===== src/hdl/mmpc_pkg.sv =====
// ----------------------------------------------------------------------------
// mmpc_pkg
// Shared types, mode codes and helpers for the RGBA pixel combine pipeline.
// ----------------------------------------------------------------------------
package mmpc_pkg;

   localparam int ChanW = 8;
   localparam int ModeW = 4;
   localparam int ProdW = 2 * ChanW;

   // blend_mode codes
   localparam logic [ModeW-1:0] MODE_ADD_CLAMP = 4'd0;
   localparam logic [ModeW-1:0] MODE_ADD_WRAP  = 4'd1;
   localparam logic [ModeW-1:0] MODE_SUB_CLAMP = 4'd2;
   localparam logic [ModeW-1:0] MODE_SUB_WRAP  = 4'd3;
   localparam logic [ModeW-1:0] MODE_MUL       = 4'd4;
   localparam logic [ModeW-1:0] MODE_MUL_X2    = 4'd5;
   localparam logic [ModeW-1:0] MODE_BLEND     = 4'd6;
   localparam logic [ModeW-1:0] MODE_ALPHA     = 4'd7;
   localparam logic [ModeW-1:0] MODE_LAYER     = 4'd8;

   // register indexes
   localparam logic [1:0] REG_BLEND_MODE    = 2'd0;
   localparam logic [1:0] REG_RED_PERCENT   = 2'd1;
   localparam logic [1:0] REG_GREEN_PERCENT = 2'd2;
   localparam logic [1:0] REG_BLUE_PERCENT  = 2'd3;

   localparam logic [ModeW-1:0] MODE_RESET    = MODE_LAYER;
   localparam logic [ChanW-1:0] PERCENT_RESET = 8'd255;

   // pipeline control handed to each lane; mode and present belong to the
   // beat sitting in the last compute stage
   typedef struct packed {
      logic             advance;
      logic [ModeW-1:0] mode;
      logic             present;
   } mmpc_ctl_type;

   // exact floor(x / 255) for x <= 65025
   function automatic logic [ChanW-1:0] div255(input logic [ProdW-1:0] x);
      logic [ProdW:0] acc;
      acc = {1'b0, x} + {{ProdW{1'b0}}, 1'b1} + {{(ChanW+1){1'b0}}, x[ProdW-1:ChanW]};
      return acc[ProdW-1:ChanW];
   endfunction

endpackage


===== src/hdl/multi_mode_pixel_combine.sv =====
// ----------------------------------------------------------------------------
// multi_mode_pixel_combine
// Combines a destination and a source RGBA pixel under a selectable mode.
// ----------------------------------------------------------------------------
// Takes one destination/source pixel pair per clock through three register
// stages (input products, combine, select into the output register). The
// combined pixel shows on the response port once it sits in the output
// register. Throughput is one pixel per cycle; the pipeline only holds when
// a finished pixel sits in the output register with rsp_stall high, and
// req_stall then follows. Registers are written through csr_we, csr_index
// and csr_wdata and must only change while no beat is in flight.
module multi_mode_pixel_combine
   import mmpc_pkg::*;
(
   input  logic             clock,
   input  logic             reset,

   input  logic             csr_we,
   input  logic [1:0]       csr_index,
   input  logic [ChanW-1:0] csr_wdata,

   input  logic             req_valid,
   output logic             req_stall,
   input  logic [ChanW-1:0] req_dst_red,
   input  logic [ChanW-1:0] req_dst_green,
   input  logic [ChanW-1:0] req_dst_blue,
   input  logic [ChanW-1:0] req_dst_alpha,
   input  logic [ChanW-1:0] req_src_red,
   input  logic [ChanW-1:0] req_src_green,
   input  logic [ChanW-1:0] req_src_blue,
   input  logic [ChanW-1:0] req_src_alpha,
   input  logic             req_source_present,

   output logic             rsp_valid,
   input  logic             rsp_stall,
   output logic [ChanW-1:0] rsp_out_red,
   output logic [ChanW-1:0] rsp_out_green,
   output logic [ChanW-1:0] rsp_out_blue,
   output logic [ChanW-1:0] rsp_out_alpha
);

   // configuration registers
   logic [ModeW-1:0] blend_mode_ff;
   logic [ChanW-1:0] red_pct_ff, green_pct_ff, blue_pct_ff;

   always_ff @(posedge clock) begin
      if (reset) begin
         blend_mode_ff <= MODE_RESET;
         red_pct_ff    <= PERCENT_RESET;
         green_pct_ff  <= PERCENT_RESET;
         blue_pct_ff   <= PERCENT_RESET;
      end else if (csr_we) begin
         case (csr_index)
            REG_BLEND_MODE:    blend_mode_ff <= csr_wdata[ModeW-1:0];
            REG_RED_PERCENT:   red_pct_ff    <= csr_wdata;
            REG_GREEN_PERCENT: green_pct_ff  <= csr_wdata;
            REG_BLUE_PERCENT:  blue_pct_ff   <= csr_wdata;
            default:           blend_mode_ff <= blend_mode_ff;
         endcase
      end
   end

   // pipeline control
   logic advance;
   logic req_take;
   logic v1_ff, v2_ff, rsp_valid_ff;
   logic [ModeW-1:0] mode_s1_ff, mode_s2_ff;
   logic present_s1_ff, present_s2_ff;

   assign advance   = !(rsp_valid_ff && rsp_stall);
   assign req_stall = !advance;
   assign req_take  = req_valid && advance;

   always_ff @(posedge clock) begin
      if (reset) begin
         v1_ff        <= 1'b0;
         v2_ff        <= 1'b0;
         rsp_valid_ff <= 1'b0;
      end else if (advance) begin
         v1_ff        <= req_valid;
         v2_ff        <= v1_ff;
         rsp_valid_ff <= v2_ff;
      end
   end

   always_ff @(posedge clock) begin
      if (advance) begin
         mode_s1_ff    <= blend_mode_ff;
         present_s1_ff <= req_source_present;
         mode_s2_ff    <= mode_s1_ff;
         present_s2_ff <= present_s1_ff;
      end
   end

   mmpc_ctl_type ctl;
   logic [ChanW-1:0] inv_alpha;

   assign ctl.advance = advance;
   assign ctl.mode    = mode_s2_ff;
   assign ctl.present = present_s2_ff;
   assign inv_alpha   = 8'd255 - req_src_alpha;

   mmpc_lane u_lane_red (
      .clock     (clock),
      .ctl       (ctl),
      .dst       (req_dst_red),
      .src       (req_src_red),
      .pct       (red_pct_ff),
      .src_alpha (req_src_alpha),
      .inv_alpha (inv_alpha),
      .result    (rsp_out_red)
   );

   mmpc_lane u_lane_green (
      .clock     (clock),
      .ctl       (ctl),
      .dst       (req_dst_green),
      .src       (req_src_green),
      .pct       (green_pct_ff),
      .src_alpha (req_src_alpha),
      .inv_alpha (inv_alpha),
      .result    (rsp_out_green)
   );

   mmpc_lane u_lane_blue (
      .clock     (clock),
      .ctl       (ctl),
      .dst       (req_dst_blue),
      .src       (req_src_blue),
      .pct       (blue_pct_ff),
      .src_alpha (req_src_alpha),
      .inv_alpha (inv_alpha),
      .result    (rsp_out_blue)
   );

   // alpha path
   logic [ChanW-1:0] da_s1_ff, sas_s1_ff;
   logic [ProdW-1:0] a_prod_s1_ff, a_src_s1_ff;
   logic [ProdW-1:0] a_scale_in, a_prod_in, a_src_in;

   assign a_scale_in = ProdW'(req_src_alpha) * ProdW'(blue_pct_ff);
   assign a_prod_in  = ProdW'(req_dst_alpha) * ProdW'(inv_alpha);
   // sa * 255
   assign a_src_in   = {req_src_alpha, {ChanW{1'b0}}} - ProdW'(req_src_alpha);

   always_ff @(posedge clock) begin
      if (advance) begin
         da_s1_ff     <= req_dst_alpha;
         sas_s1_ff    <= a_scale_in[ProdW-1:ChanW];
         a_prod_s1_ff <= a_prod_in;
         a_src_s1_ff  <= a_src_in;
      end
   end

   logic [ChanW-1:0] da_s2_ff, a_avg_s2_ff;
   logic [ProdW-1:0] a_lay_s2_ff;
   logic [ChanW:0]   a_sum_in;

   assign a_sum_in = {1'b0, da_s1_ff} + {1'b0, sas_s1_ff};

   always_ff @(posedge clock) begin
      if (advance) begin
         da_s2_ff    <= da_s1_ff;
         a_avg_s2_ff <= a_sum_in[ChanW:1];
         a_lay_s2_ff <= a_prod_s1_ff + a_src_s1_ff;
      end
   end

   logic [ChanW-1:0] alpha_ff, alpha_in;

   always_comb begin
      alpha_in = da_s2_ff;
      if (present_s2_ff) begin
         case (mode_s2_ff)
            MODE_ALPHA: alpha_in = a_avg_s2_ff;
            MODE_LAYER: alpha_in = div255(a_lay_s2_ff);
            default:    alpha_in = da_s2_ff;
         endcase
      end
   end

   always_ff @(posedge clock) begin
      if (advance) begin
         alpha_ff <= alpha_in;
      end
   end

   assign rsp_valid     = rsp_valid_ff;
   assign rsp_out_alpha = alpha_ff;

   // checks
   a_take_enters: assert property (@(posedge clock) disable iff (reset)
      req_take |=> v1_ff)
      else $error("accepted beat did not enter stage 1");

   a_hold_on_stall: assert property (@(posedge clock) disable iff (reset)
      !advance |=> $stable(v1_ff) && $stable(v2_ff) && $stable(mode_s2_ff))
      else $error("pipeline moved while held");

   a_drain_to_out: assert property (@(posedge clock) disable iff (reset)
      (advance && v2_ff) |=> rsp_valid_ff)
      else $error("stage 2 beat lost before output");

endmodule


===== src/hdl/mmpc_lane.sv =====
// ----------------------------------------------------------------------------
// mmpc_lane
// One color channel of the combine pipeline: scale, combine, select.
// ----------------------------------------------------------------------------
module mmpc_lane
   import mmpc_pkg::*;
(
   input  logic             clock,
   input  mmpc_ctl_type     ctl,
   input  logic [ChanW-1:0] dst,
   input  logic [ChanW-1:0] src,
   input  logic [ChanW-1:0] pct,
   input  logic [ChanW-1:0] src_alpha,
   input  logic [ChanW-1:0] inv_alpha,
   output logic [ChanW-1:0] result
);

   // stage 1: products
   logic [ChanW-1:0] d_s1_ff, s_s1_ff;
   logic [ProdW-1:0] lay_a_s1_ff, lay_b_s1_ff;
   logic [ProdW-1:0] scale_prod_in;
   logic [ProdW-1:0] lay_a_in, lay_b_in;

   assign scale_prod_in = ProdW'(src) * ProdW'(pct);
   assign lay_a_in      = ProdW'(src) * ProdW'(src_alpha);
   assign lay_b_in      = ProdW'(dst) * ProdW'(inv_alpha);

   always_ff @(posedge clock) begin
      if (ctl.advance) begin
         d_s1_ff     <= dst;
         s_s1_ff     <= scale_prod_in[ProdW-1:ChanW];
         lay_a_s1_ff <= lay_a_in;
         lay_b_s1_ff <= lay_b_in;
      end
   end

   // stage 2: second product, sums and difference
   logic [ChanW-1:0] d_s2_ff;
   logic [ChanW:0]   sum_s2_ff, diff_s2_ff;
   logic [ProdW-1:0] mul_s2_ff, lay_s2_ff;
   logic [ProdW-1:0] mul_in;

   assign mul_in = ProdW'(d_s1_ff) * ProdW'(s_s1_ff);

   always_ff @(posedge clock) begin
      if (ctl.advance) begin
         d_s2_ff    <= d_s1_ff;
         sum_s2_ff  <= {1'b0, d_s1_ff} + {1'b0, s_s1_ff};
         diff_s2_ff <= {1'b0, d_s1_ff} - {1'b0, s_s1_ff};
         mul_s2_ff  <= mul_in;
         lay_s2_ff  <= lay_a_s1_ff + lay_b_s1_ff;
      end
   end

   // stage 3: finish and select
   logic [ChanW-1:0] result_ff, result_in;

   always_comb begin
      result_in = d_s2_ff;
      if (ctl.present) begin
         case (ctl.mode)
            MODE_ADD_CLAMP: result_in = sum_s2_ff[ChanW] ? 8'd255 : sum_s2_ff[ChanW-1:0];
            MODE_ADD_WRAP: begin
               if (sum_s2_ff == 9'd510)
                  result_in = '0;
               else if (sum_s2_ff >= 9'd255)
                  result_in = ChanW'(sum_s2_ff - 9'd255);
               else
                  result_in = sum_s2_ff[ChanW-1:0];
            end
            MODE_SUB_CLAMP: result_in = diff_s2_ff[ChanW] ? '0 : diff_s2_ff[ChanW-1:0];
            // 2^32 is 1 mod 255, so the 32-bit wrap folds into the low byte
            MODE_SUB_WRAP: result_in = (diff_s2_ff[ChanW-1:0] == 8'd255) ? '0
                                                                        : diff_s2_ff[ChanW-1:0];
            MODE_MUL:    result_in = mul_s2_ff[ProdW-1:ChanW];
            MODE_MUL_X2: result_in = mul_s2_ff[ProdW-1] ? 8'd255 : mul_s2_ff[ProdW-2:ChanW-1];
            MODE_BLEND:  result_in = sum_s2_ff[ChanW:1];
            MODE_LAYER:  result_in = div255(lay_s2_ff);
            default:     result_in = d_s2_ff;
         endcase
      end
   end

   always_ff @(posedge clock) begin
      if (ctl.advance) begin
         result_ff <= result_in;
      end
   end

   assign result = result_ff;

endmodule


===== config.mk =====
export PLATFORM = sky130hd
export DESIGN_NAME = multi_mode_pixel_combine
export DESIGN_NICKNAME = d
export VERILOG_FILES = /design/src/hdl/mmpc_pkg.sv /design/src/hdl/multi_mode_pixel_combine.sv /design/src/hdl/mmpc_lane.sv
export SDC_FILE = /design/constraint.sdc
export NUM_CORES = 2
export LEC_CHECK = 0
export BUFFER_PORTS_ARGS = -buffer_cell sky130_fd_sc_hd__buf_2
export CAP_MARGIN = 20
export CORE_MARGIN = 5
export CORE_UTILIZATION = 52
export CTS_CLUSTER_SIZE = 28
export DETAILED_ROUTE_END_ITERATION = 10
export PLACE_DENSITY = 0.68
export SYNTH_ARGS = -nofsm -noshare
export SYNTH_HDL_FRONTEND = slang
export SYNTH_HIERARCHICAL = 1
export SYNTH_SLANG_ARGS = --single-unit
export TNS_END_PERCENT = 50

===== constraint.sdc =====
create_clock -name clock -period 35 [get_ports clock]
set_clock_uncertainty 0.2 [all_clocks]
set_input_delay 5.25 -clock clock [delete_from_list [all_inputs] [get_ports clock]]
set_output_delay 5.25 -clock clock [all_outputs]
set_load 0.01 [all_outputs]

==> qor.yml <==
setup_tns_ps: 0
worst_pin_slew_ps: 1050
hp-start: "mode_s1_ff[1]"
synthAdderAreaFrac: 0.363
clock_latency_ps: 620
ir_drop_v: 0.0000746
setup_slack_ps: 23180
placed_cell_area_um2: 51800
drc: 0
grt_pass1_wl_um: 187000
cts-resized-gates: 0
dieHeight_um: 320
drv_slew: 0
post_synth_mux_area_share: 0.00399
start_util: 0.524
root_buffer: "clkbuf_16"
synth_compound_area_frac: 0.0899
hp-class: "reg -> reg"
end_kind: "primary output"
pin_count: 114
vias_per_cell: 5.47
die_w_um: 320
synth.top_cell.area_share: 0.251
path_class: "in -> out"
hold_buffers: 0
p_per_area_nw_per_um2: 89.7
worstPathMaxFanout: 62
drt_iter0_drc: 2015
startpoint: "rsp_stall"
routabilityCongestion: 0.883
finalCritPeriodShare: 0.338
synthArstFlopShare: 0
crit_arrival_ps: 6370
r2r_start: "u_lane_green/d_s1_ff[1]"
nNetsFinal: 6286
routedWlPerCell_um: 17.7
status: "completed"
ys_warn_count: 6
synth_nets: 6176
dr.pass1.iters: 8
ys_seq_area_frac: 0.263
finalHoldViolations: 0
ys_types: 106
mostFrequentLayoutCell: "inv_1"
startpoint_type: "input port"
rsz0062_at_grt: "false"
slew_headroom: 0.299
post_cts_buffers: 0
ant_nets: 0
cts_buffer_depth: 3
finalWirelength_um: 113000
setup_violations: 0
dieArea_um2: 102000
cts_tree: "built"
grt_max_degree: 156
fmax_ghz: 0.0846
synth_seq_cells: 447
required_ps: 29550
port_buffers: 113
syn_to_final_growth_pct: 7.50
clock_sinks: 447
synth_area_leaders: "edfxtp_1, fa_1, ha_1"
drv_cap: 0
num_vias: 34900
cts_made_buffers: 53
post-route-min-period_ps: 11820
synth_top_family_by_area: "adder cells"
synth-xor-area-share: 0.0446
postLayoutCellArea_um2: 53600
final_cell_mix: "inv_1, ha_1, and2_1, fa_1, edfxtp_1"
hpwl_um: 85800
layout-drive-gt1-share: 0.0549
grt_usage: 0.222
synth_top_cell_by_area: "edfxtp_1"
synthSimpleGateAreaFrac: 0.172
core_area_um2: 95000
totalPowerFinal_mw: 4.80
utilization: 0.564
rows: 113
cts.clk_slew.worst_paths_ps: 70
grt_pass1_vias: 36000
p_leak_nw: 25.0
dominantRegCellSynth: "edfxtp_1"
syn_avg_cell_area_um2: 10.1
synthCells: 4955
synth.cell_area_um2: 49800
h-tree-depth: 2
globalRouteOverflowTotal: 0
antenna_found_initial: 10
synth-edff-count: 416
place_worst_setup_slack_ps: 23170
==> through the flow <==
stage,hold WS (ps),std cells
finish,203,6374
global route,211,6371
CTS,203,6369
detailed placement,205,6275
global placement,202,6275
floorplan,200,4955
==> logic make-up after synthesis <==
logic type	Yosys count
muxes	19
DFF	447
and+or+nand+nor	1581
xor gates and xnor gates	254
AOI/OAI and AO/OA	678
buffers and inverters	835
adders and majority gates	1141
==> path summary, 6_finish.rpt <==
kind                                end  slack [ps]  cells after the start
max                           req_stall       23180                      4
min                       mode_s2_ff[1]         200                      0
max reg2reg  u_lane_green/mul_s2_ff[15]       29590                     15
min reg2reg               mode_s2_ff[1]         200                      0
==> power breakdown <==
| part | leakage [nW] | switching [mW] | internal (mW) |
|---|---|---|---|
| clock network | 0.846 | 0.227 | 0.319 |
| registers | 4.68 | 0.183 | 0.973 |
| logic | 19.5 | 1.70 | 1.40 |
==> registers in the layout (all words and copies together) (netlist names), 9 cells and up <==
signal,cells
u_lane_red/mul_s2_ff,9
u_lane_green/lay_a_s1_ff,16
u_lane_green/lay_b_s1_ff,16
u_lane_red/lay_s2_ff,16
a_lay_s2_ff,16
a_src_s1_ff,16
u_lane_blue/mul_s2_ff,9
u_lane_green/sum_s2_ff,9
u_lane_green/lay_s2_ff,16
u_lane_red/sum_s2_ff,9
u_lane_blue/lay_b_s1_ff,16
u_lane_blue/sum_s2_ff,9
a_prod_s1_ff,16
u_lane_blue/lay_s2_ff,16
u_lane_red/lay_a_s1_ff,16
u_lane_green/mul_s2_ff,9
u_lane_blue/lay_a_s1_ff,16
u_lane_red/lay_b_s1_ff,16
==> cells in the mapped netlist, types with 8 or more instances <==
cell type  number
or3_1          11
o22ai_1        13
nor3_1         58
nand4_1        28
o21ai_1        18
a211oi_1       20
a22oi_1        16
xnor2_1       193
a31oi_1        17
clkbuf_1       61
nor4_1         21
nor2b_1        91
nor2_1        211
buf_2          15
and3_1         30
nand2b_1       31
nor3b_1         8
dfxtp_1        31
o21a_1         49
a21oi_1       195
and2_1        608
nand2_1       342
nand3b_1       29
a221oi_1       11
o21ai_0       126
edfxtp_1      416
a21o_1         49
fa_1          508
xor2_1         61
mux2i_1        12
inv_1         755
o21bai_1       37
o31ai_1        16
ha_1          633
nand3_1        61
o211ai_1       17
==> layer usage <==
layer	vias up	part of all wire	global-route usage
li1	16700	-	-
met1	17200	0.45	0.306
met2	764	0.47	0.373
met3	163	0.047	0.0276
met4	4	0.031	0.0656
met5	-	0.00023	0
==> worst max-delay path: stages <==
cell and delay (ps):
buf_2 110, nand2_4 570, inv_1 220, buf_2 200
==> final cells by class <==
type	instances	area (um^2)
fill	8401	41500
tap	1265	1580
antenna	5	12.5
multi-input combinational	3673	33600
clock inverter	32	309
inverter	755	2830
timing repair buffer	135	743
sequential	447	13100
clock buffer	62	1410
Note: power is estimated with default switching activity, not from simulation.
